===== src/deq_pkg.sv =====
// ----------------------------------------------------------------------------
// deq_pkg
// Shared types and constants for the double-ended queue store.
// ----------------------------------------------------------------------------
`timescale 1ns / 1ps

package deq_pkg;

   localparam int OP_W     = 3;
   localparam int VALUE_W  = 32;
   localparam int STATUS_W = 2;
   localparam int OCC_W    = 7;

   // operation codes
   localparam logic [OP_W-1:0] OP_PUSH_FRONT = 3'd0;
   localparam logic [OP_W-1:0] OP_PUSH_BACK  = 3'd1;
   localparam logic [OP_W-1:0] OP_DROP_FRONT = 3'd2;
   localparam logic [OP_W-1:0] OP_DROP_BACK  = 3'd3;
   localparam logic [OP_W-1:0] OP_DUMP       = 3'd4;

   // result status codes
   localparam logic [STATUS_W-1:0] ST_OK    = 2'd0;
   localparam logic [STATUS_W-1:0] ST_EMPTY = 2'd1;
   localparam logic [STATUS_W-1:0] ST_FULL  = 2'd2;

   // response load request from the controller to the output register
   typedef struct packed {
      logic                load;
      logic [STATUS_W-1:0] status;
      logic                from_ram;
      logic                last;
      logic [OCC_W-1:0]    occupancy;
   } rsp_ctl_type;

endpackage


===== src/deq_ram.sv =====
// ----------------------------------------------------------------------------
// deq_ram
// Slot store: one write port, one read port, registered read data.
// ----------------------------------------------------------------------------
`timescale 1ns / 1ps

module deq_ram #(
   parameter int DEPTH = 64
) (
   input  logic                         clock,
   input  logic                         wr_en,
   input  logic [$clog2(DEPTH)-1:0]     wr_addr,
   input  logic [deq_pkg::VALUE_W-1:0]  wr_data,
   input  logic                         rd_en,
   input  logic [$clog2(DEPTH)-1:0]     rd_addr,
   output logic [deq_pkg::VALUE_W-1:0]  rd_data
);
   import deq_pkg::*;

   logic [VALUE_W-1:0] mem [DEPTH];
   logic [VALUE_W-1:0] rd_data_ff;

   always_ff @(posedge clock) begin
      if (wr_en) begin
         mem[wr_addr] <= wr_data;
      end
   end

   always_ff @(posedge clock) begin
      if (rd_en) begin
         rd_data_ff <= mem[rd_addr];
      end
   end

   assign rd_data = rd_data_ff;

endmodule


===== src/deq_ctrl.sv =====
// ----------------------------------------------------------------------------
// deq_ctrl
// Front pointer, count and sequencer: decodes operations, drives the slot
// store and requests responses.
// ----------------------------------------------------------------------------
`timescale 1ns / 1ps

module deq_ctrl #(
   parameter int DEPTH = 64
) (
   input  logic                         clock,
   input  logic                         reset,
   input  logic                         start,
   input  logic [deq_pkg::OP_W-1:0]     req_op,
   input  logic [deq_pkg::VALUE_W-1:0]  req_value,
   output logic                         busy,
   output logic                         wr_en,
   output logic [$clog2(DEPTH)-1:0]     wr_addr,
   output logic [deq_pkg::VALUE_W-1:0]  wr_data,
   output logic                         rd_en,
   output logic [$clog2(DEPTH)-1:0]     rd_addr,
   output deq_pkg::rsp_ctl_type         rsp_ctl
);
   import deq_pkg::*;

   localparam int AW    = $clog2(DEPTH);
   localparam int CNT_W = $clog2(DEPTH + 1);
   localparam logic [AW:0]      DEPTH_S = (AW + 1)'(DEPTH);
   localparam logic [AW-1:0]    TOP_IDX = AW'(DEPTH - 1);
   localparam logic [CNT_W-1:0] FULL_CNT = CNT_W'(DEPTH);

   typedef enum logic [2:0] {
      S_IDLE  = 3'b001,
      S_FETCH = 3'b010,
      S_DUMP  = 3'b100
   } state_type;

   state_type        state_ff, state_in;
   logic [CNT_W-1:0] count_ff, count_in;
   logic [AW-1:0]    front_ff, front_in;
   logic [AW-1:0]    off_ff, off_in;

   logic [AW-1:0]    off;
   logic [AW:0]      sum;
   logic [AW:0]      sum_wrap;
   logic [AW-1:0]    ring_addr;
   logic [AW-1:0]    front_dec;
   logic [AW-1:0]    front_inc;
   logic [AW-1:0]    cnt_low;
   logic             full;
   logic             empty;
   logic             dump_last;

   assign full    = (count_ff == FULL_CNT);
   assign empty   = (count_ff == '0);
   assign cnt_low = count_ff[AW-1:0];

   // offset from the front for the slot being addressed
   always_comb begin
      off = '0;
      case (state_ff)
         S_IDLE: begin
            if (req_op == OP_PUSH_BACK) begin
               off = cnt_low;
            end else if (req_op == OP_DROP_BACK) begin
               off = cnt_low - 1'b1;
            end
         end
         S_DUMP:  off = off_ff + 1'b1;
         default: off = '0;
      endcase
   end

   assign sum       = {1'b0, front_ff} + {1'b0, off};
   assign sum_wrap  = sum - DEPTH_S;
   assign ring_addr = (sum >= DEPTH_S) ? sum_wrap[AW-1:0] : sum[AW-1:0];
   assign front_dec = (front_ff == '0) ? TOP_IDX : front_ff - 1'b1;
   assign front_inc = (front_ff == TOP_IDX) ? '0 : front_ff + 1'b1;
   assign dump_last = (CNT_W'(off_ff) == count_ff - 1'b1);

   assign rd_addr = ring_addr;
   assign wr_data = req_value;
   assign busy    = (state_ff != S_IDLE);

   always_comb begin
      state_in  = state_ff;
      count_in  = count_ff;
      front_in  = front_ff;
      off_in    = off_ff;
      wr_en     = 1'b0;
      wr_addr   = ring_addr;
      rd_en     = 1'b0;
      rsp_ctl.load     = 1'b0;
      rsp_ctl.status   = ST_OK;
      rsp_ctl.from_ram = 1'b0;
      rsp_ctl.last     = 1'b1;
      case (state_ff)
         S_IDLE: begin
            if (start) begin
               rsp_ctl.load = 1'b1;
               case (req_op)
                  OP_PUSH_FRONT, OP_PUSH_BACK: begin
                     if (full) begin
                        rsp_ctl.status = ST_FULL;
                     end else begin
                        wr_en    = 1'b1;
                        count_in = count_ff + 1'b1;
                        if (req_op == OP_PUSH_FRONT) begin
                           wr_addr  = front_dec;
                           front_in = front_dec;
                        end
                     end
                  end
                  OP_DROP_FRONT, OP_DROP_BACK: begin
                     if (empty) begin
                        rsp_ctl.status = ST_EMPTY;
                     end else begin
                        // response is loaded once the slot data returns
                        rsp_ctl.load = 1'b0;
                        rd_en        = 1'b1;
                        count_in     = count_ff - 1'b1;
                        state_in     = S_FETCH;
                        if (req_op == OP_DROP_FRONT) begin
                           front_in = front_inc;
                        end
                     end
                  end
                  OP_DUMP: begin
                     if (empty) begin
                        rsp_ctl.status = ST_EMPTY;
                     end else begin
                        rsp_ctl.load = 1'b0;
                        rd_en        = 1'b1;
                        off_in       = '0;
                        state_in     = S_DUMP;
                     end
                  end
                  default: rsp_ctl.status = ST_OK;
               endcase
            end
         end
         S_FETCH: begin
            rsp_ctl.load     = 1'b1;
            rsp_ctl.from_ram = 1'b1;
            state_in         = S_IDLE;
         end
         S_DUMP: begin
            rsp_ctl.load     = 1'b1;
            rsp_ctl.from_ram = 1'b1;
            rsp_ctl.last     = dump_last;
            if (dump_last) begin
               state_in = S_IDLE;
            end else begin
               rd_en  = 1'b1;
               off_in = off_ff + 1'b1;
            end
         end
         default: state_in = S_IDLE;
      endcase
      rsp_ctl.occupancy = OCC_W'(count_in);
   end

   always_ff @(posedge clock) begin
      if (reset) begin
         state_ff <= S_IDLE;
         count_ff <= '0;
         front_ff <= '0;
         off_ff   <= '0;
      end else begin
         state_ff <= state_in;
         count_ff <= count_in;
         front_ff <= front_in;
         off_ff   <= off_in;
      end
   end

endmodule


===== src/double_ended_queue_store.sv =====
// ----------------------------------------------------------------------------
// double_ended_queue_store
// Bounded double-ended queue of signed 32-bit values kept in a ring store.
// ----------------------------------------------------------------------------
// Usage:
//   A command is taken on the rising edge where start is high and busy is
//   low; req_op selects push front, push back, drop front, drop back or dump,
//   and req_value carries the value for a push.
//   Each response appears on the rsp_ ports for one cycle with rsp_strobe
//   high; the receiver cannot stall it. rsp_last marks the final response of
//   a command, rsp_occupancy the stored count after it.
//   Timing:
//     push, refused push, empty drop, empty dump, unused op: response in the
//       next cycle, busy stays low, one command per cycle.
//     drop: the slot is read into the store's read register, then loaded into
//       the response register; busy is high while the read is in flight.
//     dump of N values: one store read per cycle, N responses on consecutive
//       cycles, busy high until the last response is loaded.
//   Reset clears the front pointer and count and empties the queue; the slot
//   store itself is not cleared and needs no clearing pass. Only occupied
//   slots are ever read.
// ----------------------------------------------------------------------------
`timescale 1ns / 1ps

module double_ended_queue_store #(
   parameter int DEPTH = 64
) (
   input  logic                                clock,
   input  logic                                reset,
   input  logic                                start,
   output logic                                busy,
   input  logic        [deq_pkg::OP_W-1:0]     req_op,
   input  logic signed [deq_pkg::VALUE_W-1:0]  req_value,
   output logic                                rsp_strobe,
   output logic        [deq_pkg::STATUS_W-1:0] rsp_status,
   output logic signed [deq_pkg::VALUE_W-1:0]  rsp_item,
   output logic                                rsp_last,
   output logic        [deq_pkg::OCC_W-1:0]    rsp_occupancy
);
   import deq_pkg::*;

   localparam int AW = $clog2(DEPTH);

   logic               wr_en;
   logic [AW-1:0]      wr_addr;
   logic [VALUE_W-1:0] wr_data;
   logic               rd_en;
   logic [AW-1:0]      rd_addr;
   logic [VALUE_W-1:0] rd_data;
   rsp_ctl_type        rsp_ctl;

   logic               strobe_ff;
   logic [STATUS_W-1:0] status_ff;
   logic [VALUE_W-1:0] item_ff;
   logic               last_ff;
   logic [OCC_W-1:0]   occ_ff;

   deq_ctrl #(.DEPTH(DEPTH)) u_ctrl (
      .clock     (clock),
      .reset     (reset),
      .start     (start),
      .req_op    (req_op),
      .req_value (req_value),
      .busy      (busy),
      .wr_en     (wr_en),
      .wr_addr   (wr_addr),
      .wr_data   (wr_data),
      .rd_en     (rd_en),
      .rd_addr   (rd_addr),
      .rsp_ctl   (rsp_ctl)
   );

   deq_ram #(.DEPTH(DEPTH)) u_ram (
      .clock   (clock),
      .wr_en   (wr_en),
      .wr_addr (wr_addr),
      .wr_data (wr_data),
      .rd_en   (rd_en),
      .rd_addr (rd_addr),
      .rd_data (rd_data)
   );

   // response register
   always_ff @(posedge clock) begin
      if (reset) begin
         strobe_ff <= 1'b0;
      end else begin
         strobe_ff <= rsp_ctl.load;
      end
   end

   always_ff @(posedge clock) begin
      if (rsp_ctl.load) begin
         status_ff <= rsp_ctl.status;
         item_ff   <= rsp_ctl.from_ram ? rd_data : '0;
         last_ff   <= rsp_ctl.last;
         occ_ff    <= rsp_ctl.occupancy;
      end
   end

   assign rsp_strobe    = strobe_ff;
   assign rsp_status    = status_ff;
   assign rsp_item      = item_ff;
   assign rsp_last      = last_ff;
   assign rsp_occupancy = occ_ff;

endmodule


===== config.mk =====
export PLATFORM = sky130hd
export DESIGN_NAME = double_ended_queue_store
export DESIGN_NICKNAME = d
export VERILOG_FILES = /design/src/deq_pkg.sv /design/src/deq_ram.sv /design/src/deq_ctrl.sv /design/src/double_ended_queue_store.sv
export SDC_FILE = /design/constraint.sdc
export NUM_CORES = 2
export LEC_CHECK = 0
export BUFFER_PORTS_ARGS = -buffer_cell sky130_fd_sc_hd__buf_2
export CAP_MARGIN = 40
export CORE_UTILIZATION = 55
export CTS_BUF_LIST = sky130_fd_sc_hd__clkbuf_8
export DETAILED_ROUTE_END_ITERATION = 10
export GPL_TIMING_DRIVEN = 0
export PLACE_DENSITY = 0.71
export SLEW_MARGIN = 20
export SYNTH_ARGS = -nofsm -noshare
export SYNTH_HDL_FRONTEND = slang
export SYNTH_SLANG_ARGS = --single-unit

===== constraint.sdc =====
create_clock -name clock -period 15.4 [get_ports clock]
set_input_delay 1.54 -clock clock [delete_from_list [all_inputs] [get_ports clock]]
set_output_delay 1.54 -clock clock [all_outputs]
set_load 0.05 [all_outputs]

==> results.md <==
- R2R Path End: u_ram.mem[30][12]
- Reg2Reg Depth: 16
- Max clock buf depth: 4
- Async S/R FF share, synth: 0%
- Die width: 391.3 µm
- Top_reg_cell synth: edfxtp_1
- Reg2Reg Launch Point: u_ctrl.count_ff[1]
- Post-synth top area share: 76.44%
- Slew HR: 37.06%
- Mapped Nets: 4111
- Post-Syn Instances: 4061
- Maximum vdd drop: 0.00009348 V
- Number of synthesized flops with an enable pin: 2122
- Hold Vio Cnt, Final: 0
- CTS root buf: clkbuf_8
- Cts hold-fix bufs: 0
- Fin cells: 6899
- Critical Path End Type: flip-flop
- Status: finished, final reports clean
- WHS Endpoint: rsp_item[0]
- Vias post-DR: 43000
- # IOs: 82
- Largest cells by area after synthesis: edfxtp_1, mux4_2, nand2_1
- Port Buffers: 80
- Cell area after layout: 95130 µm²
- Critical hold path startpoint: u_ram.rd_data[0]
- Initial Util: 55.52%
- Worst stage delay on the critical path: 0.66 ns
- Design Power: 12.10 mW
- Net Sw Frac: 24.88%
- H-Tree Depth: 5
- Total power density per cell area: 127.2 nW/µm²
- Worst path top cell family by delay: buffers and inverters
- Logic pwr share: 11.3%
- FF+latch count, synth: 2145
- Leakage: 30.30 nW
- Die area: 153100 µm²
- Synthesized area: 83360 µm²
- Initial antenna violation count: 13
- Type of the tightest min-delay check: reg2reg
- Hold path depth: 1
- Max_cap viols: 0
- Final Slew Violations: 0
- Largest net degree at the start of global routing: 65
- Dpl hpwl: 139.4 mm
- Drt first pass iters: 7
- CP startpoint: req_op[1]
- Power Internal: 9.087 mW
- Min cycle time layout: 7.226 ns
- FP Rows: 142
- Nets: 4684
- Startpoint types: primary input
- CTS Sinks: 2145
- Reg2Reg Setup Slack: 8.85 ns
- Crit path kind: in2reg
- DRT Wirelength: 207.3 mm
- ANT nets after route: 0
- Cells after DPL: 6295
- Num CTS Buffers: 343
- First-pass GRT wire length: 297.7 mm
- Max Fclk: 0.1384 GHz
- RD Place Congestion: 0.9879
- Postcts setup bufs: 0
- CORE AREA: 150100 µm²
- RSZ-0062 raised after global routing: no
- Synth Area per Inst: 20.53 µm²
- Placed Area: 89110 µm²
- GRT Total Usage: 27.54%
- DRC: 0
- Post-CTS Resized: 0
- Die Y: 391.3 µm
- Ys Warns: 0
- Worst path slowest cell: nor3_2
- Routed len/inst: 30.04 µm
- Period utilization: 46.92%
- CP Data Required Time: 16.11 ns
- Switching power: 3.010 mW
- Vias in the first global route: 43080
- Proportion of layout cells with a drive suffix above 1: 26.55%
- Routed vias/inst: 6.233
- Synth cell types: 67
- Clock slew at reported path FFs: 0.06 ns
- Setup Skew: 0.05878 ns
- Library cell with the largest summed area after synthesis: edfxtp_1
- Final setup vio count: 0
- Worst-skew pair later-pin latency: 1.05 ns
- Post-synthesis sequential area ratio: 77.00%
- CTS tree: yes
- Clk pwr share: 35.3%
- Iter 0 DRT Violations: 5947
- WP buf/inv: 11
- CP cell instances: buf_2 > clkbuf_1 > buf_1 > mux2_2 > o21ai_0 > fa_1 > buf_2 > buf_1 > buf_6 > buf_1 > o211ai_1 > a21oi_1 > inv_1 > nor3_2 > buf_4 > buf_4 > buf_4
- Critical Path Fanout Max: 10
- Layout area overhead: 14.12%
- Data arrival, critical path: 7.93 ns
- Seq pwr share: 53.5%
- Gr ovfl total: 0
- Final TNS setup: 0 ns
- Worst Tran Pin Value: 0.9441 ns
- Fin Hold WS: 0.5154 ns
synthesized netlist by cell type (3+ instances only):
cell type,count
a211oi_1,6
a21o_1,3
a21oi_1,34
a31oi_1,10
a32oi_1,64
and2_1,34
and3_1,8
buf_1,17
buf_12,3
buf_2,69
buf_6,4
clkbuf_1,134
dfxtp_1,23
edfxtp_1,2122
ha_1,11
inv_1,13
mux2_2,3
mux2i_1,100
mux4_2,512
nand2_1,351
nand2b_1,6
nand3_1,44
nand3b_1,4
nand4_1,7
nor2_1,273
nor2b_1,10
nor3_1,22
o211ai_1,5
o21a_1,4
o21ai_0,19
o221ai_1,64
o22ai_1,9
o31ai_1,4
or2_2,7
or4_1,4
xnor2_1,8
xor2_1,12
area by class of cell:
type | count | area, µm²
clock buffer | 348 | 4790
inverter | 15 | 56.30
clock inverter | 236 | 1042
fill | 9915 | 55010
antenna | 10 | 25.02
sequential | 2145 | 64180
multi-input combinational | 1674 | 18600
buffer | 227 | 1026
tap | 2016 | 2522
timing repair buffer | 228 | 2887
power groups by stage:
stage	combinational [mW]	clock (mW)	sequential (mW)
4_1_cts	1.34	4.32	6.47
3_5_place_dp	1.34	0	6.59
5_1_grt	1.43	4.58	6.46
3_3_place_gp	1.28	0	6.60
2_1_floorplan	0.745	0	6.62
6_report	1.36	4.27	6.47
state kept, by name, indices dropped and copies added (netlist names):
name / count
rsp_item: 32
rsp_last: 1
rsp_occupancy: 7
rsp_status: 2
rsp_strobe: 1
u_ctrl.count_ff: 7
u_ctrl.front_ff: 6
u_ctrl.off_ff: 6
u_ctrl.state_ff: 3
u_ram.mem: 2048
u_ram.rd_data: 32
layer usage:
layer	up-vias	global-route usage (%)	part of all wire, %
met5	-	0	0.024
met1	22350	39.46	39
met2	2411	41.83	47
met3	347	6.715	11
li1	17890	-	-
met4	8	9.440	2.9
per-stage QoR:
stage | setup slack [ns] | util (%)
4_1_cts | 8.335 | 63.24
6_report | 8.174 | 63.36
3_3_place_gp | 3.536 | 57.47
5_1_grt | 8.014 | 63.35
3_5_place_dp | 7.291 | 59.35
2_1_floorplan | 8.262 | -
cell usage in the layout (no fill, tap or decap), drive strengths merged, types with 5 or more instances in the layout:
master / netlist / final
nand3: 44 / 44
clkinv: 0 / 119
or2: 7 / 7
edfxtp: 2122 / 2122
dfxtp: 23 / 23
and2: 34 / 34
inv: 15 / 122
ha: 11 / 11
diode: 0 / 10
a32oi: 64 / 64
o21ai: 19 / 19
o211ai: 5 / 5
clkinvlp: 0 / 6
nor2b: 10 / 10
nand2b: 6 / 6
and3: 9 / 9
o221ai: 64 / 64
a211oi: 7 / 7
a31oi: 10 / 10
buf: 93 / 320
nand4: 7 / 7
nor3: 25 / 25
o22ai: 9 / 9
xnor2: 8 / 8
nand2: 351 / 351
a21oi: 34 / 34
xor2: 12 / 12
clkbuf: 134 / 483
mux2i: 100 / 100
nor2: 274 / 274
mux4: 512 / 512
worst max path at each step:
| stage | end | slack [ns] | depth (start not counted) |
|---|---|---|---|
| CTS | u_ram.mem[30][8] | 8.34 | 17 |
| detailed placement | u_ram.mem[30][12] | 7.29 | 17 |
| global placement | u_ram.mem[62][13] | 3.54 | 12 |
| global route | u_ram.mem[30][8] | 8.01 | 17 |
| floorplan | u_ram.mem[26][0] | 8.26 | 13 |
| finish | u_ram.mem[30][12] | 8.17 | 17 |
kinds of logic after synthesis:
| family | count (synthesis) | synth area share, % |
|---|---|---|
| flip-flops | 2145 | 77.00 |
| AND/OR/NAND/NOR | 792 | 4.060 |
| multiplexers | 615 | 15.07 |
| buffers and inverters | 242 | 1.288 |
| AO/OA/AOI/OAI | 235 | 2.182 |
| XOR/XNOR | 20 | 0.2101 |
| adder cells (fa/ha/maj) | 12 | 0.1891 |
Power figures use the tool's default switching activity.
